## config.mk

```make
export PLATFORM = sky130hd
export DESIGN_NAME = round_robin_thread_table
export DESIGN_NICKNAME = d
export VERILOG_FILES = /design/src/rrtt_pkg.sv /design/src/rrtt_ram.sv /design/src/rrtt_pick.sv /design/src/round_robin_thread_table.sv
export SDC_FILE = /design/constraint.sdc
export NUM_CORES = 1
export LEC_CHECK = 0
export BUFFER_PORTS_ARGS = -buffer_cell sky130_fd_sc_hd__buf_4
export CORE_MARGIN = 2
export CORE_UTILIZATION = 50
export DETAILED_ROUTE_END_ITERATION = 6
export MAX_ROUTING_LAYER = met4
export PLACE_DENSITY = 0.81
export SETUP_SLACK_MARGIN = 0.2
export SLEW_MARGIN = 20
export SYNTH_ARGS = -nofsm -noshare
export SYNTH_HDL_FRONTEND = slang
export SYNTH_SLANG_ARGS = --single-unit
```

## constraint.sdc

```tcl
create_clock -name clk -period 6.12 [get_ports clk]
set_clock_uncertainty 0.05 [all_clocks]
set_input_delay 0.306 -clock clk [delete_from_list [all_inputs] [get_ports clk]]
set_output_delay 0.306 -clock clk [all_outputs]
set_load 0.02 [all_outputs]
```

## src/rrtt_pkg.sv

```systemverilog
// Shared types and constants for the round-robin thread table.
`default_nettype none

package rrtt_pkg;

  // Default number of thread slots
  localparam int unsigned DEF_THREAD_SLOTS = 16;

  // Fixed field widths
  localparam int unsigned KIND_W  = 2;
  localparam int unsigned TID_W   = 16;
  localparam int unsigned PID_W   = 32;
  localparam int unsigned ADDR_W  = 64;
  localparam int unsigned PRIO_W  = 32;
  localparam int unsigned STAT_W  = 3;
  localparam int unsigned CTX_W   = PID_W + ADDR_W + ADDR_W + PRIO_W;

  // Operation codes
  typedef enum logic [KIND_W-1:0] {
    OP_CREATE    = 2'd0,
    OP_TERMINATE = 2'd1,
    OP_FREEZE    = 2'd2,
    OP_YIELD     = 2'd3
  } op_t;

  // Slot status codes
  typedef enum logic [STAT_W-1:0] {
    ST_UNUSED     = 3'd0,
    ST_READY      = 3'd1,
    ST_RUNNING    = 3'd2,
    ST_FROZEN     = 3'd3,
    ST_TERMINATED = 3'd4
  } status_t;

  // Sequencer states
  typedef enum logic {
    S_IDLE = 1'b0,
    S_EXEC = 1'b1
  } state_t;

endpackage

`default_nettype wire

```

## src/rrtt_ram.sv

```systemverilog
// Generic single-write, single-read RAM with registered read data.
`default_nettype none

module rrtt_ram #(
  parameter int unsigned WIDTH = 8,
  parameter int unsigned DEPTH = 16
) (
  input  wire logic                     clk,
  input  wire logic                     wr_en,
  input  wire logic [$clog2(DEPTH)-1:0] wr_addr,
  input  wire logic [WIDTH-1:0]         wr_data,
  input  wire logic [$clog2(DEPTH)-1:0] rd_addr,
  output logic      [WIDTH-1:0]         rd_data
);

  logic [WIDTH-1:0] mem [DEPTH];

  // Write on enable, read every cycle
  always_ff @(posedge clk) begin
    if (wr_en) begin
      mem[wr_addr] <= wr_data;
    end
    rd_data <= mem[rd_addr];
  end

endmodule

`default_nettype wire

```

## src/rrtt_pick.sv

```systemverilog
// Slot pickers: lowest free slot for create, round-robin dispatch for yield.
`default_nettype none

module rrtt_pick #(
  parameter int unsigned THREAD_SLOTS = rrtt_pkg::DEF_THREAD_SLOTS,
  localparam int unsigned SW = $clog2(THREAD_SLOTS)
) (
  input  wire logic [THREAD_SLOTS-1:0] free_mask,
  input  wire logic [THREAD_SLOTS-1:0] disp_mask,
  input  wire logic [SW-1:0]           cur_slot,
  output logic                         free_found,
  output logic      [SW-1:0]           free_slot,
  output logic                         disp_found,
  output logic      [SW-1:0]           disp_slot
);

  logic [THREAD_SLOTS-1:0] above_mask;
  logic [THREAD_SLOTS-1:0] disp_above;
  logic                    above_found;
  logic [SW-1:0]           above_slot;
  logic                    any_found;
  logic [SW-1:0]           any_slot;

  // Lowest set bit of a slot vector
  function automatic logic [SW:0] lowest(input logic [THREAD_SLOTS-1:0] vec);
    logic [SW:0] res;
    res = '0;
    for (int i = THREAD_SLOTS - 1; i >= 0; i--) begin
      if (vec[i]) begin
        res = {1'b1, SW'(i)};
      end
    end
    return res;
  endfunction

  // Mark slots strictly after the current one
  always_comb begin
    for (int i = 0; i < THREAD_SLOTS; i++) begin
      above_mask[i] = (SW'(i) > cur_slot);
    end
  end

  assign disp_above = disp_mask & above_mask;

  assign {free_found, free_slot}   = lowest(free_mask);
  assign {above_found, above_slot} = lowest(disp_above);
  assign {any_found, any_slot}     = lowest(disp_mask);

  // Prefer a slot after the current one, else wrap to the lowest
  assign disp_found = any_found;
  assign disp_slot  = above_found ? above_slot : any_slot;

endmodule

`default_nettype wire

```

## src/round_robin_thread_table.sv

```systemverilog
// Top level of the round-robin thread table.
//
// Usage: present an operation on the in_ ports with start high; it is
// taken at a rising edge where start is high and busy is low. Operations
// are create, terminate, freeze and yield (in_kind). Each transfer produces
// exactly one result: out_valid is high for one cycle, carrying out_success
// and out_result_id (new or dispatched id, slot plus one, else zero).
// The result appears in the cycle after the transfer. No new operation is
// taken while one executes: the slot status RAM read is registered at
// the transfer and followed by the read-modify-write in the execute
// state, where busy is high. Round-robin and free-slot selection come from
// per-slot free and dispatchable flags held in flops beside the RAM.
// Thread context (process id, entry, stack, priority) is written to its
// own RAM on create. The receiver cannot stall; results are not held.
// Reset (synchronous, rst_n low) marks all slots unused through per-slot
// valid bits, clears the active count and the current slot; the block is
// ready in the first cycle after reset with no clearing pass.
`default_nettype none

module round_robin_thread_table #(
  parameter int unsigned THREAD_SLOTS = rrtt_pkg::DEF_THREAD_SLOTS,
  localparam int unsigned SW = $clog2(THREAD_SLOTS),
  localparam int unsigned RW = $clog2(THREAD_SLOTS + 1),
  localparam int unsigned CW = $clog2(THREAD_SLOTS + 1)
) (
  input  wire logic                        clk,
  input  wire logic                        rst_n,
  input  wire logic                        start,
  output logic                             busy,
  input  wire logic [rrtt_pkg::KIND_W-1:0] in_kind,
  input  wire logic [rrtt_pkg::TID_W-1:0]  in_thread_id,
  input  wire logic [rrtt_pkg::PID_W-1:0]  in_process_id,
  input  wire logic [rrtt_pkg::ADDR_W-1:0] in_entry_address,
  input  wire logic [rrtt_pkg::ADDR_W-1:0] in_stack_address,
  input  wire logic [rrtt_pkg::PRIO_W-1:0] in_priority_req,
  output logic                             out_valid,
  output logic                             out_success,
  output logic      [RW-1:0]               out_result_id
);

  rrtt_pkg::state_t state_r, state_nxt;

  // Command registers
  rrtt_pkg::op_t               kind_r;
  logic                        id_ok_r;
  logic [SW-1:0]               tslot_r;
  logic [rrtt_pkg::CTX_W-1:0]  ctx_r;

  // Control state
  logic [THREAD_SLOTS-1:0] free_r, free_nxt;
  logic [THREAD_SLOTS-1:0] disp_r, disp_nxt;
  logic [THREAD_SLOTS-1:0] sval_r, sval_nxt;
  logic [CW-1:0]           count_r, count_nxt;
  logic [SW-1:0]           cur_r, cur_nxt;

  // Accept and address decode
  logic                         accept;
  logic                         in_id_ok;
  logic [rrtt_pkg::TID_W-1:0]   in_id_m1;
  logic [SW-1:0]                in_slot;

  // Status RAM ports
  logic                         st_we;
  logic [SW-1:0]                st_waddr;
  rrtt_pkg::status_t            st_wdata;
  logic [rrtt_pkg::STAT_W-1:0]  st_rdata;
  rrtt_pkg::status_t            cur_st;

  // Picker outputs
  logic          free_found;
  logic [SW-1:0] free_slot;
  logic          disp_found;
  logic [SW-1:0] disp_slot;

  // Result
  logic          ok;
  logic [RW-1:0] rid;
  logic          ctx_we;

  assign accept   = start && !busy;
  assign in_id_ok = (in_thread_id != '0) &&
                    (in_thread_id <= rrtt_pkg::TID_W'(THREAD_SLOTS));
  assign in_id_m1 = in_thread_id - rrtt_pkg::TID_W'(1);
  assign in_slot  = in_id_m1[SW-1:0];

  // Status store: one entry per slot, read at transfer, written back next cycle
  rrtt_ram #(
    .WIDTH (rrtt_pkg::STAT_W),
    .DEPTH (THREAD_SLOTS)
  ) u_status_ram (
    .clk     (clk),
    .wr_en   (st_we),
    .wr_addr (st_waddr),
    .wr_data (st_wdata),
    .rd_addr (in_slot),
    .rd_data (st_rdata)
  );

  // Thread context store, written on create
  rrtt_ram #(
    .WIDTH (rrtt_pkg::CTX_W),
    .DEPTH (THREAD_SLOTS)
  ) u_ctx_ram (
    .clk     (clk),
    .wr_en   (ctx_we),
    .wr_addr (free_slot),
    .wr_data (ctx_r),
    .rd_addr (free_slot),
    .rd_data ()
  );

  rrtt_pick #(
    .THREAD_SLOTS (THREAD_SLOTS)
  ) u_pick (
    .free_mask  (free_r),
    .disp_mask  (disp_r),
    .cur_slot   (cur_r),
    .free_found (free_found),
    .free_slot  (free_slot),
    .disp_found (disp_found),
    .disp_slot  (disp_slot)
  );

  // Slots never written read as unused
  assign cur_st = sval_r[tslot_r] ? rrtt_pkg::status_t'(st_rdata) : rrtt_pkg::ST_UNUSED;

  // Next state
  always_comb begin
    state_nxt = state_r;
    case (state_r)
      rrtt_pkg::S_IDLE: begin
        if (start) begin
          state_nxt = rrtt_pkg::S_EXEC;
        end
      end
      rrtt_pkg::S_EXEC: state_nxt = rrtt_pkg::S_IDLE;
      default:          state_nxt = rrtt_pkg::S_IDLE;
    endcase
  end

  // FSM outputs
  always_comb begin
    busy      = 1'b0;
    out_valid = 1'b0;
    case (state_r)
      rrtt_pkg::S_IDLE: begin
        busy      = 1'b0;
        out_valid = 1'b0;
      end
      rrtt_pkg::S_EXEC: begin
        busy      = 1'b1;
        out_valid = 1'b1;
      end
      default: begin
        busy      = 1'b0;
        out_valid = 1'b0;
      end
    endcase
  end

  // Execute: decide the write-back and the result
  always_comb begin
    st_we     = 1'b0;
    st_waddr  = tslot_r;
    st_wdata  = rrtt_pkg::ST_UNUSED;
    ctx_we    = 1'b0;
    ok        = 1'b0;
    rid       = '0;
    free_nxt  = free_r;
    disp_nxt  = disp_r;
    sval_nxt  = sval_r;
    count_nxt = count_r;
    cur_nxt   = cur_r;
    if (state_r == rrtt_pkg::S_EXEC) begin
      case (kind_r)
        rrtt_pkg::OP_CREATE: begin
          if (free_found) begin
            st_we               = 1'b1;
            st_waddr            = free_slot;
            st_wdata            = rrtt_pkg::ST_READY;
            ctx_we              = 1'b1;
            ok                  = 1'b1;
            rid                 = RW'(free_slot) + RW'(1);
            free_nxt[free_slot] = 1'b0;
            disp_nxt[free_slot] = 1'b1;
            sval_nxt[free_slot] = 1'b1;
            count_nxt           = count_r + CW'(1);
          end
        end
        rrtt_pkg::OP_TERMINATE: begin
          if (id_ok_r && cur_st != rrtt_pkg::ST_UNUSED) begin
            st_we             = 1'b1;
            st_wdata          = rrtt_pkg::ST_TERMINATED;
            ok                = 1'b1;
            free_nxt[tslot_r] = 1'b1;
            disp_nxt[tslot_r] = 1'b0;
            sval_nxt[tslot_r] = 1'b1;
            if (count_r != '0) begin
              count_nxt = count_r - CW'(1);
            end
          end
        end
        rrtt_pkg::OP_FREEZE: begin
          if (id_ok_r && cur_st == rrtt_pkg::ST_RUNNING) begin
            st_we             = 1'b1;
            st_wdata          = rrtt_pkg::ST_FROZEN;
            ok                = 1'b1;
            disp_nxt[tslot_r] = 1'b0;
            sval_nxt[tslot_r] = 1'b1;
          end
        end
        rrtt_pkg::OP_YIELD: begin
          if (count_r != '0 && disp_found) begin
            st_we               = 1'b1;
            st_waddr            = disp_slot;
            st_wdata            = rrtt_pkg::ST_RUNNING;
            ok                  = 1'b1;
            rid                 = RW'(disp_slot) + RW'(1);
            sval_nxt[disp_slot] = 1'b1;
            cur_nxt             = disp_slot;
          end
        end
        default: begin
          ok = 1'b0;
        end
      endcase
    end
  end

  assign out_success   = ok;
  assign out_result_id = rid;

  // Control registers
  always_ff @(posedge clk) begin
    if (!rst_n) begin
      state_r <= rrtt_pkg::S_IDLE;
      free_r  <= '1;
      disp_r  <= '0;
      sval_r  <= '0;
      count_r <= '0;
      cur_r   <= '0;
    end else begin
      state_r <= state_nxt;
      free_r  <= free_nxt;
      disp_r  <= disp_nxt;
      sval_r  <= sval_nxt;
      count_r <= count_nxt;
      cur_r   <= cur_nxt;
    end
  end

  // Capture the command on transfer
  always_ff @(posedge clk) begin
    if (accept) begin
      kind_r  <= rrtt_pkg::op_t'(in_kind);
      id_ok_r <= in_id_ok;
      tslot_r <= in_slot;
      ctx_r   <= {in_process_id, in_entry_address, in_stack_address, in_priority_req};
    end
  end

  // Every transfer yields a result in the next cycle
  a_result_follows: assert property (@(posedge clk) disable iff (!rst_n)
    accept |=> out_valid)
    else $error("missing result after transfer");

  // No result without a transfer in the cycle before
  a_result_has_cmd: assert property (@(posedge clk) disable iff (!rst_n)
    out_valid |-> $past(accept))
    else $error("result without a transfer");

  // A free slot is never dispatchable
  a_masks_disjoint: assert property (@(posedge clk) disable iff (!rst_n)
    (free_r & disp_r) == '0)
    else $error("slot both free and dispatchable");

  // Active count never exceeds the slot count
  a_count_bound: assert property (@(posedge clk) disable iff (!rst_n)
    count_r <= CW'(THREAD_SLOTS))
    else $error("active count out of range");

  // Successful yield makes the dispatched slot current
  a_yield_current: assert property (@(posedge clk) disable iff (!rst_n)
    out_valid && out_success && kind_r == rrtt_pkg::OP_YIELD |=>
      RW'(cur_r) + RW'(1) == $past(out_result_id))
    else $error("dispatched slot not made current");

endmodule

`default_nettype wire
```

==> Word level (Yosys, flattened, before mapping) <==
Memory sizes are Yosys's and may differ from the RTL's. A register that Yosys moved wholly into a read port is not among the register bits.
Index checks and enable logic that the tools add are counted.
{ "totals": {"regBits": 65, "ramBits": 48, "input_bits": 213, "out_inout_bits": 8, "elab_cells": 177, "mem_count": 1} }
{ "op_classes": {"n_addsub": 5, "order_cmp": 23, "eq_ne": 9, "muxes": 99, "bitwise": 11, "n_reduce_logical": 20} }
{ "memory_table": {"columns": ["memory", "depth", "width", "read_ports", "rd_ports_with_merged_regs", "write_ports", "line_no", "rtl"], "rows": [
  ["u_status_ram.mem", 16, 3, 1, 1, 1, "rrtt_ram.sv:16", "logic [WIDTH-1:0] mem [DEPTH];"]
]} }
{ "ops": {"columns": ["cell", "n"], "rows": [
  ["two-way mux 5 bit", 54],
  ["two-way mux 16 bit", 9],
  ["bitwise OR 16 bit", 5],
  ["one-hot mux 16 bit (4 select lines)", 1],
  ["bitwise AND 16 bit", 3],
  ["one-hot mux 16 bit (3 select lines)", 1],
  ["> comparator 4 bit, first input constant", 8],
  ["NOT 16 bit", 2],
  ["one-hot mux 16 bit (2 select lines)", 1],
  ["one-hot mux 5 bit (2 select lines)", 2],
  ["> comparator 3 x 4 -> 1 bit, first input constant", 4],
  ["<= comparator 16 x 5 -> 1 bit, second input constant", 1],
  ["two-way mux 4 bit", 4],
  ["nonzero test 16 bit", 1],
  ["< comparator 4 x 5 -> 1 bit, second input constant", 3],
  ["AND reduction 5 bit", 3],
  ["two-way mux 1 bit", 13],
  ["demux 1 bit (select 4 bit)", 3],
  ["greater-or-equal comparator 4 x 1 -> 1 bit, second input constant", 3],
  ["one-hot mux 3 bit (4 select lines)", 1],
  ["adder 4 x 1 -> 5 bit, second input constant", 2],
  ["!= test 2 bit, second input constant", 5],
  ["two-way mux 3 bit", 3],
  ["> comparator 1 x 4 -> 1 bit, first input constant", 2],
  ["21 further kinds", 33]
]} }

==> Longest topological paths before layout <==
Gate-level depths: netlist (run 1).
{ "logic_depth": {"depth_word": 26, "depth_mapped": 13, "depth_no_buf": 11} }

==> By module <==
A second synthesis (run 1) with hierarchy kept.
{ "unflattened": {"hier_cells": 725, "area_unflattened_um2": 6790.3} }
{ "by_module_without_submodules": {"columns": ["mod", "n_inst", "cells_per_inst", "area_per_inst_um2", "seq_area_each_um2"], "rows": [
  ["round_robin_thread_table", 1, 494, 4043.9, 1371.3],
  ["rrtt_ram", 1, 103, 2011.9, 1501.4],
  ["rrtt_pick", 1, 128, 734.5, 0.0]
]} }

==> Worst setup path before layout (run 1) <==
No wires, ideal clock.
{ "synth_path": {"kind": "register to output", "start": "register cur_r[1]", "end": "output port out_result_id[1]", "arrival_ps": 2860, "required_ps": 5764, "setup_slack_ps": 2904, "stages_incl_launch_ff": 12, "cell_sequence": "dfxtp_1 buf_2 or4b_2 nand3_1 o211ai_1 a2111oi_4 or3_1 buf_2 inv_1 ha_1 o22a_1 nor2_1"} }
{ "synth_between": {"elab_chain_len": 23, "elab_cells_between_ends": 38} }
{ "synth_lines": {"columns": ["element", "line_no", "rtl"], "rows": [
  ["from (decl)", "round_robin_thread_table.sv:54", "logic [SW-1:0] cur_r, cur_nxt;"],
  ["from (signal assigned)", "round_robin_thread_table.sv:248", "cur_r <= cur_nxt;"],
  ["> comparator 4 bit", "rrtt_pick.sv:39", "above_mask[i] = (SW'(i) > cur_slot);"],
  ["bitwise AND 16 bit *", "rrtt_pick.sv:43", "assign disp_above = disp_mask & above_mask;"],
  ["two-way mux 5 bit (15 in a row)", "rrtt_pick.sv:29", "if (vec[i]) begin"],
  ["two-way mux 5 bit *", "rrtt_pick.sv:29", null],
  ["two-way mux 4 bit *", "rrtt_pick.sv:51", "assign disp_slot = above_found ? above_slot : any_slot;"],
  ["adder 4 x 1 -> 5 bit *", "round_robin_thread_table.sv:218", "rid = RW'(disp_slot) + RW'(1);"],
  ["two-way mux 5 bit *", "round_robin_thread_table.sv:213", "if (count_r != '0 && disp_found) begin"],
  ["one-hot mux 5 bit (2 select lines) *", "round_robin_thread_table.sv:175", "case (kind_r)"],
  ["two-way mux 5 bit *", "round_robin_thread_table.sv:174", "if (state_r == rrtt_pkg::S_EXEC) begin"],
  ["to (decl)", "round_robin_thread_table.sv:38", "output logic [RW-1:0] out_result_id"]
]} }
Every way passes the cells marked *; elsewhere a longest branch is shown, timed or not.

==> Worst setup path in the final report (run 1) <==
{ "layout_path": {"start": "register cur_r[3]", "end": "output port out_result_id[1]"} }
The elaborated chain is that of the path after synthesis.

==> impl_results.md, run 1 <==
* Status: finished clean
* WP buf/inv at 2
* Vias in the first global route at 5635
* First-pass GRT wire length at 28800 µm
* Flop-to-flop setup slack at 2120 ps
* Via density at 6.57
* IO Pins at 221
* Clock Tree Root: clkbuf_16
* Ys flop type: dfxtp_1
* TNS Setup at 0 ps
* Number of synthesized flops with an enable pin at 55
* Vias at 5847
* GP Congestion at 0.974
* Avg Synthesized Cell Area at 9.63 µm²
* WHS at 16.6 ps
* Fin. max-slew vios at 0
* Detailed placement HPWL at 12600 µm
* CTS Hold Buffers Added at 0
* FF-to-FF Start: cur_r[3]$_SDFFE_PN0P_
* Slew headroom at 35.2%
* Total gr overflow at 0
* Critical path's slowest cell: nor4_1
* CTS tree: built
* Clk_lat worst skew at 420 ps
* GRT Util Overall at 26.8%
* Peak Freq at 0.217 GHz
* Detailed Route Iter0 Violations at 779
* Die Ht at 119 µm
* Top post-synthesis cells by area: edfxtp_1, dfxtp_1, mux4_2
* Initial Utilization at 50.7%
* Critical path startpoint category: flip-flop
* Pleak at 2.48 nW
* Cell Rows at 42
* Area added between synthesis and finish at 13.0%
* Worst hold path type: input port to flip-flop
* Max Cap Viol at 0
* RR Endpoint: u_status_ram.mem[7][0]$_DFFE_PP_
* Antenna Cells at 0
* Min-delay src: in_kind[0]
* Max H-tree Level at 4
* CP Launch Point: cur_r[3]$_SDFFE_PN0P_
* CP max stage delay at 830 ps
* Max clock buf depth at 2
* Critical path data required time at 5760 ps
* #FFs+latches synth at 116
* Mapped Cells at 689
* Core area at 13100 µm²
* Synthesized area at 6640 µm²
* Post-CTS resize count at 0
* Residual DRC at 0
* Initial DRT Pass Iterations at 6
* Final hold vios at 0
* Dpl cells at 858
* Final Util at 57.3%
* Hold Path End: kind_r[0]$_DFFE_PP_
* Wire per inst at 20.2 µm
* Post-synthesis async set-or-reset flop share at 0%
* Share of post-route cells with drive strength above 1 at 15.1%
* Netlist cell types at 78
* Yosys top cell area share at 24.9%
* CP delay by family, top: simple AND/OR/NAND/NOR gates
* Maximum VDD drop at 0.235 mV
* Tmin final at 4620 ps
* Actual slew at the worst max-slew pin at 963 ps
* Post-route ant nets at 0
* Syn Nets at 918
* Die area at 14200 µm²
* R2R cell count at 7
* Clock-pin transition on the worst setup and hold timing paths at 50 ps
* Horiz. Die Dim at 119 µm
* Port Buf Inserts at 28
* Post-CTS Setup Repair Bufs at 0
* Unrepaired setup endpoints after global routing: no
* Sink Count at 116
* Routed wire length at 18000 µm
* TritonCTS Buffers at 17
* Fin cells at 890
* CP dominant cell by count: nor2_1
* Data arrival, critical path at 4260 ps
* Ys Warns at 0
* Worst setup path class: flip-flop to output port
* Power Density at 251 nW/µm²
* CP cell instances: nor2_1 > and3_1 > or3_4 > nor4_1 > or3_1 > inv_1 > ha_1 > o22a_1 > nor2_1 > buf_4
* Largest net degree at the start of global routing at 39
* Final net count at 930
* Final setup vio count at 0
* Crit-path max FO at 18
* Yosys top cell by area: edfxtp_1
* Sequential share of the synthesized area at 43.3%
* Worst setup EP type: output port
* Antenna violations before repair at 0
* Hold path depth at 1
* Final Cycle Share at 75.5%
[through the flow]
stage          total power, mW  setup WS (ps)  area [µm²]
3_3_place_gp             0.971           2110        6940
5_1_grt                   1.94           1310        7500
4_1_cts                   1.89           1590        7500
2_1_floorplan            0.935           2900        6640
3_5_place_dp             0.976           2040        6940
6_report                  1.89           1500        7500
[worst max path at each step]
| stage | slack, ps | cells after the start | endpoint |
|---|---|---|---|
| after global routing | 1310 | 10 | out_result_id[1] |
| after detailed placement | 2040 | 10 | out_result_id[1] |
| after CTS | 1590 | 10 | out_result_id[1] |
| after global placement | 2110 | 10 | out_result_id[1] |
| after floorplan | 2900 | 11 | out_result_id[1] |
| final | 1500 | 10 | out_result_id[1] |
[final cells by class]
class	instances	area, µm²
inverter	27	104
fill	1056	5580
tap	176	220
multi-input combinational	506	3500
timing repair buffer	33	248
sequential	116	2870
clock buffer	18	429
clock inverter	14	126
[metal layers]
| metal | up-vias | share of wire [%] | global-route usage, % |
|---|---|---|---|
| met1 | 2791 | 39 | 32.2 |
| li1 | 2654 | - | - |
| met3 | 52 | 9.0 | 6.51 |
| met5 | - | 0 | - |
| met2 | 350 | 50 | 43.2 |
| met4 | 0 | 2.5 | 11.7 |
[cells in the mapped netlist, types with 3 or more instances]
master,count
dfxtp_1,61
and3_1,3
or2_2,3
nand3_1,14
o221a_2,6
a41oi_1,5
nand2b_1,14
or4_1,5
nor4_1,12
nor3_1,21
ha_1,15
nand2_1,54
or3_1,6
clkbuf_1,28
a311oi_1,8
nor2b_1,9
a21o_1,8
a211oi_1,15
nor2_1,86
o211ai_1,4
mux4_2,19
a31oi_1,27
o21ai_0,26
or3_4,3
o31ai_1,12
o21bai_1,6
a311o_1,3
o21ai_1,4
inv_1,26
a21oi_1,37
a22o_1,5
edfxtp_1,55
a21boi_0,3
buf_2,9
a221o_1,3
o311ai_0,7
o21a_1,3
xnor2_1,5
xor2_1,5
and2_1,7
[registers in the layout, summed over array words and instances (netlist names)]
| signal | cells |
|---|---|
| state_r | 1 |
| u_status_ram.mem | 48 |
| u_status_ram.rd_data | 3 |
| disp_r | 16 |
| free_r | 16 |
| tslot_r | 4 |
| cur_r | 4 |
| count_r | 5 |
| id_ok_r | 1 |
| sval_r | 16 |
| kind_r | 2 |
[kinds of logic after synthesis]
logic type / after synthesis / share of synthesized area, %
DFF: 116 / 43.3
buffers and inverters: 67 / 4.05
AOI/OAI and AO/OA: 204 / 22.4
adders and majority gates: 16 / 3.13
muxes: 21 / 6.75
xor gates and xnor gates: 10 / 1.32
and+or+nand+nor: 255 / 19.1
[power breakdown]
group          leakage (nW)  internal (mW)  switching [mW]
clock network         0.263          0.559           0.362
logic                  1.25         0.0517          0.0813
registers             0.966          0.817          0.0152
[cells in the final DEF (no fill, tap or decap), types with 4 or more instances in the layout]
cell type and n:
a22o_1 5, ha_1 15, o221a_2 6, nand3_1 14
or4_1 5, clkbuf_16 17, xnor2_1 5, a211oi_1 15
xor2_1 5, mux4_2 19, nor2_1 86, a311oi_1 8
nor4_1 12, a31oi_1 27, edfxtp_1 55, nor3_1 21
o21bai_1 6, nand2b_1 14, o21ai_0 26, a41oi_1 5
a21oi_1 35, o31ai_1 12, or3_1 6, inv_1 26
nor2b_1 9, o21ai_1 4, a21o_1 8, nand2_1 54
inv_6 4, o311ai_0 7, and2_1 7, buf_4 33
o211ai_1 4, dfxtp_1 61
No activity file was read; power rests on OpenSTA's default activity.
==> inputs of run 2 (changes only) <==
- CORE_UTILIZATION: 50 -> 46
- PLACE_DENSITY: 0.81 -> 0.79
- clock period: 6.12 -> 4 ns (I/O delays scaled with it)
==> impl_results.md, run 2 (synthesis results as in run 1) <==
* Status: finished clean
* Port Buf Inserts at 28 (unchanged)
* Worst hold path type: input port to flip-flop
* Crit-path max FO at 15 (-3)
* Critical path startpoint category: flip-flop
* Antenna Cells at 0 (unchanged)
* GP Congestion at 0.940 (-3.4%)
* Peak Freq at 0.281 GHz
* Max clock buf depth at 2 (unchanged)
* Sink Count at 116 (unchanged)
* Top reg by flops: u_status_ram.mem
* Vias in the first global route at 5941 (+5.4%)
* Data arrival, critical path at 3310 ps (-950 ps)
* TNS Setup at 0 ps (unchanged)
* Residual DRC at 0 (unchanged)
* Power Density at 389 nW/µm² (+55%)
* First-pass GRT wire length at 29600 µm (+3.0%)
* NetSw at 0.761 mW (+66%)
* Vias at 6023 (+3.0%)
* Wire per inst at 20.5 µm (+1.1%)
* Actual slew at the worst max-slew pin at 812 ps (-151 ps)
* Max Cap Viol at 0 (unchanged)
* Via density at 6.63 (+0.97%)
* Maximum VDD drop at 0.265 mV (+13%)
* Total gr overflow at 0 (unchanged)
* Share of post-route cells with drive strength above 1 at 17.0% (+1.9 points)
* Internal power at 2.21 mW (+55%)
* GRT Util Overall at 25.8% (-1.0 points)
* Area of the multi-input gates at 3500 µm² (-0.21%)
* Die Ht at 124 µm (+4.1%)
* Final setup vio count at 0 (unchanged)
* Horiz. Die Dim at 124 µm (+4.1%)
* WHS at 12.8 ps (-3.80 ps)
* Clk pwr share at 50.2% (+1.4 points)
* Initial Utilization at 47.5% (-3.3 points)
* Antenna violations before repair at 0 (unchanged)
* Comb power frac at 6.9% (about the same)
* Area added between synthesis and finish at 15.1%
* Max reg flops at 48 (unchanged)
* Largest net degree at the start of global routing at 38 (-2.6%)
* Most common cell after layout, fill and taps aside: nor2_1
* CTS tree: built
* Detailed Route Iter0 Violations at 850 (+9.1%)
* Switching Share at 25.6% (+1.3 points)
* Initial DRT Pass Iterations at 6 (unchanged)
* Fillcell total at 1189 (+13%)
* Worst setup EP type: output port
* Clock-pin transition on the worst setup and hold timing paths at 60 ps (about the same)
* Setup WS pre-CTS at 642 ps (-1400 ps)
* Post-route ant nets at 0 (unchanged)
* Clock Tree Root: clkbuf_16
* Final net count at 944 (+1.5%)
* Clk_lat worst skew at 420 ps (about the same)
* Fin. max-slew vios at 0 (unchanged)
* Register area at 2880 µm² (+0.13%)
* Core area at 14000 µm² (+6.9%)
* Routed wire length at 18600 µm (+3.1%)
* Unrepaired setup endpoints after global routing: no
* Worst setup path class: flip-flop to output port
* Final hold vios at 0 (unchanged)
* Sequential fraction of design power at 42.9% (-1.2 points)
* Most frequent cells in the layout: nor2_1, dfxtp_1, edfxtp_1, nand2_1, buf_4
* IO Pins at 221 (unchanged)
* Max H-tree Level at 4 (unchanged)
* Cell Rows at 43 (+2.4%)
* Tmin final at 3560 ps
* Setup WS post-layout at 437 ps (-1060 ps)
* Final Cycle Share at 89.1%
* Detailed placement HPWL at 12900 µm (+2.1%)
* Critical path data required time at 3750 ps (-2010 ps)
* TritonCTS Buffers at 17 (unchanged)
* Slew headroom at 45.7% (+10 points)
* Pleak at 2.58 nW (+3.9%)
* Die area at 15400 µm² (+8.4%)
[run 2: worst paths after layout]
path / from / to / slack, ps / depth (start not counted)
hold reg to reg: sval_r[2]$_SDFFE_PN0P_ / sval_r[2]$_SDFFE_PN0P_ / 430 / 2
setup / recovery: cur_r[3]$_SDFFE_PN0P_ / out_result_id[1] / 440 / 10
hold / removal: in_thread_id[14] / id_ok_r$_DFFE_PP_ / 10 / 2
setup reg to reg: kind_r[1]$_DFFE_PP_ / u_status_ram.mem[11][2]$_DFFE_PP_ / 540 / 7
[run 2: critical path, cell delays in order, from the launching register on]
cell and delay, ps:
dfxtp_1 420, buf_4 230, a21boi_0 100, o2bb2ai_1 310, o21ai_0 150, a221o_1 420
a32oi_4 470, ha_1 350, o22a_1 220, nor2_1 80, buf_4 150
[run 2: final cells by class]
type                            count  share of cell area [%]
Multi-Input combinational cell    506                    45.7
Clock inverter                     15                    2.06
Clock buffer                       17                    5.57
Inverter                           27                    1.36
Sequential cell                   116                    37.6
Timing Repair Buffer               47                    4.68
Tap cell                          180                    2.95
[run 2: stage by stage]
stage / power (mW) / std cells / utilization [%] / instance area (µm²)
after CTS: 2.97 / 908 / 54.6 / 7640
after global routing: 3.05 / 908 / 54.6 / 7640
after detailed placement: 1.50 / 874 / 50.3 / 7040
final: 2.97 / 908 / 54.6 / 7640
after floorplan: 1.43 / 689 / - / 6640
after global placement: 1.49 / 874 / 50.3 / 7040
[run 2: power by group through the flow]
stage / clock, mW / sequential, mW / combinational, mW
after floorplan: 0 / 1.28 / 0.148
after global placement: 0 / 1.30 / 0.191
after detailed placement: 0 / 1.30 / 0.197
after CTS: 1.50 / 1.27 / 0.202
after global routing: 1.56 / 1.28 / 0.222
final: 1.49 / 1.27 / 0.206
[run 2: timing repair]
action / 4_1_cts / 5_1_grt
endpoints found under the setup margin: 0 / 1
hold buffers: 2 / 0
setup buffers: 0 / 0
hold endpoints to repair: 2 / 0
resized for setup: 0 / 3
[run 2: layer usage]
layer	vias up	wire, µm	global-route usage, %
met5	-	0	-
met2	360	9060	39.8
met1	2922	7270	32.7
met4	0	539	12.4
met3	59	1710	4.95
li1	2682	-	-
==> inputs of run 3 (changes only) <==
- CORE_MARGIN: 2 -> 1
==> impl_results.md, run 3 (synthesis results as in run 1) <==
* Die Ht at 122 µm (-1.6%)
* GRT Util Overall at 27.2% (+1.4 points)
* Post-layout instance area at 7640 µm² (about the same)
* Max clock buf depth at 2 (unchanged)
* Met2 global-route usage at 40.1% (+0.36 points)
* GP Congestion at 0.988 (+5.1%)
* Area added between synthesis and finish at 15.1% (about the same)
* Most Crowded Layer GR: met2
* Sink Count at 116 (unchanged)
* Register area at 2880 µm² (about the same)
* Max H-tree Level at 4 (unchanged)
* Flop-to-flop setup slack at 420 ps (-120 ps)
* Met3 usage at 6.60% (+1.7 points)
* Fin cells at 910 (+0.22%)
* Total gr overflow at 0 (unchanged)
* Worst setup EP type: output port
* Met1 track demand over resource at 34.0% (+1.3 points)
* Pleak at 2.57 nW (-0.35%)
* RR Endpoint: u_status_ram.mem[13][0]$_DFFE_PP_
* Status: finished clean
* Final hold vios at 0 (unchanged)
* Residual DRC at 0 (unchanged)
* Most common cell after layout, fill and taps aside: nor2_1
* Actual slew at the worst max-slew pin at 800 ps (-12.0 ps)
* Power Density at 383 nW/µm² (-1.7%)
* Setup WS pre-CTS at 591 ps (-51.3 ps)
* Core area at 14000 µm² (unchanged)
* Horiz. Die Dim at 122 µm (-1.6%)
* Final Cycle Share at 92.0% (+2.9 points)
* Largest net degree at the start of global routing at 38 (unchanged)
* Data arrival, critical path at 3430 ps (+120 ps)
* Worst setup path class: flip-flop to output port
* Most frequent cells in the layout: nor2_1, dfxtp_1, edfxtp_1, nand2_1, buf_4
* Vias in the first global route at 5698 (-4.1%)
* Hold path depth at 2 (unchanged)
* Min-delay src: in_thread_id[14]
* Critical path data required time at 3750 ps (about the same)
* Dpl cells at 876 (+0.23%)
* Vias at 6035 (+0.20%)
* Port Buf Inserts at 28 (unchanged)
* Area of the multi-input gates at 3500 µm² (unchanged)
* Fin. max-slew vios at 0 (unchanged)
* Unrepaired setup endpoints after global routing: no
* First-pass GRT wire length at 29900 µm (+0.88%)
* Crit-path max FO at 11 (-4)
* TritonCTS Buffers at 17 (unchanged)
* Peak Freq at 0.272 GHz (-3.2%)
* Wire per inst at 20.6 µm (+0.49%)
* Critical path's slowest cell: or4b_2
* Setup WS post-layout at 321 ps (-116 ps)
* Tmin final at 3680 ps (+116 ps)
* Hold Path End: id_ok_r$_DFFE_PP_
* Antenna Cells at 0 (unchanged)
* Maximum VDD drop at 0.372 mV (+40%)
* Max reg flops at 48 (unchanged)
* Share of post-route cells with drive strength above 1 at 17.0% (-0.047 points)
* CP delay by family, top: simple AND/OR/NAND/NOR gates
* Max Cap Viol at 0 (unchanged)
* CTS tree: built
* Initial DRT Pass Iterations at 6 (unchanged)
* FF-to-FF Start: kind_r[1]$_DFFE_PP_
* Detailed Route Iter0 Violations at 763 (-10%)
* Clock-pin transition on the worst setup and hold timing paths at 60 ps (about the same)
* Clk_lat worst skew at 420 ps (about the same)
* R2R cell count at 7 (unchanged)
* Final setup vio count at 0 (unchanged)
* TNS Setup at 0 ps (unchanged)
* Detailed placement HPWL at 12800 µm (-1.1%)
* WP buf/inv at 2 (unchanged)
* IO Pins at 221 (unchanged)
* Top reg by flops: u_status_ram.mem
* Cell Rows at 43 (unchanged)
* Final net count at 947 (+0.32%)
* CP max stage delay at 640 ps (+170 ps)
* Post-route ant nets at 0 (unchanged)
* Slew headroom at 46.3% (+0.64 points)
* Via density at 6.63 (about the same)
* Initial Utilization at 47.5% (unchanged)
* Clock Tree Root: clkbuf_16
* DP Area at 7050 µm² (+0.21%)
* Critical path startpoint category: flip-flop
* Die area at 14900 µm² (-3.2%)
* Worst hold path type: input port to flip-flop
* CP cell instances: a21boi_0 > or4b_2 > nand3_1 > o211ai_1 > a2111oi_4 > or3_1 > inv_1 > ha_1 > o22a_1 > nor2_1 > buf_4
* Routed wire length at 18700 µm (+0.72%)
* Antenna violations before repair at 0 (unchanged)
* Fillcell total at 1206 (+1.4%)
run 3: what timing repair did:
item | 4_1_cts | 5_1_grt
hold endpoints to repair | 2 | 0
setup buffers | 1 | 0
hold buffers | 2 | 0
pin swaps | 1 | 0
resized for setup | 0 | 2
setup endpoints to repair | 1 | 1
run 3: metrics by stage:
step / util [%] / power (mW) / hold WS (ps)
after global routing: 54.6 / 3.01 / 20.5
after floorplan: - / 1.43 / 249
after CTS: 54.6 / 2.93 / 13.7
after detailed placement: 50.4 / 1.50 / 334
after global placement: 50.4 / 1.49 / 336
final: 54.6 / 2.92 / 20.8
run 3: layer usage:
layer / vias up / share of wire, %
li1: 2687 / -
met1: 2849 / 38
met2: 405 / 47
met3: 94 / 10
met4: 0 / 4.8
met5: - / 0
run 3: cell type report:
class / count / share of cell area (%)
Sequential cell: 116 / 37.6
Clock buffer: 18 / 5.62
Inverter: 27 / 1.36
Multi-Input combinational cell: 506 / 45.8
Tap cell: 180 / 2.95
Timing Repair Buffer: 50 / 4.98
Clock inverter: 13 / 1.70
run 3: how the worst max path moves through the flow:
stage | start | to | slack (ps) | cells past startpoint
detailed placement | kind_r[1]$_DFFE_PP_ | u_status_ram.mem[11][2]$_DFFE_PP_ | 590 | 7
global route | cur_r[0]$_SDFFE_PN0P_ | out_result_id[1] | 230 | 11
CTS | cur_r[0]$_SDFFE_PN0P_ | out_result_id[1] | 240 | 11
global placement | cur_r[0]$_SDFFE_PN0P_ | u_status_ram.mem[2][2]$_DFFE_PP_ | 690 | 8
floorplan | cur_r[1]$_SDFFE_PN0P_ | out_result_id[1] | 890 | 11
finish | cur_r[0]$_SDFFE_PN0P_ | out_result_id[1] | 320 | 11
run 3: worst reg2reg max path, cell delays in order, from the launching register on:
cell	delay [ps]
edfxtp_1	410
ha_1	650
inv_1	120
or3_1	490
or3_1	380
nor3_1	410
o21ai_0	390
nor2_1	370
run 3: power by group:
part           internal [mW]  switching [mW]
Clock                  0.860           0.582
Combinational         0.0816           0.126
Sequential              1.25          0.0229
Total                   2.19           0.731
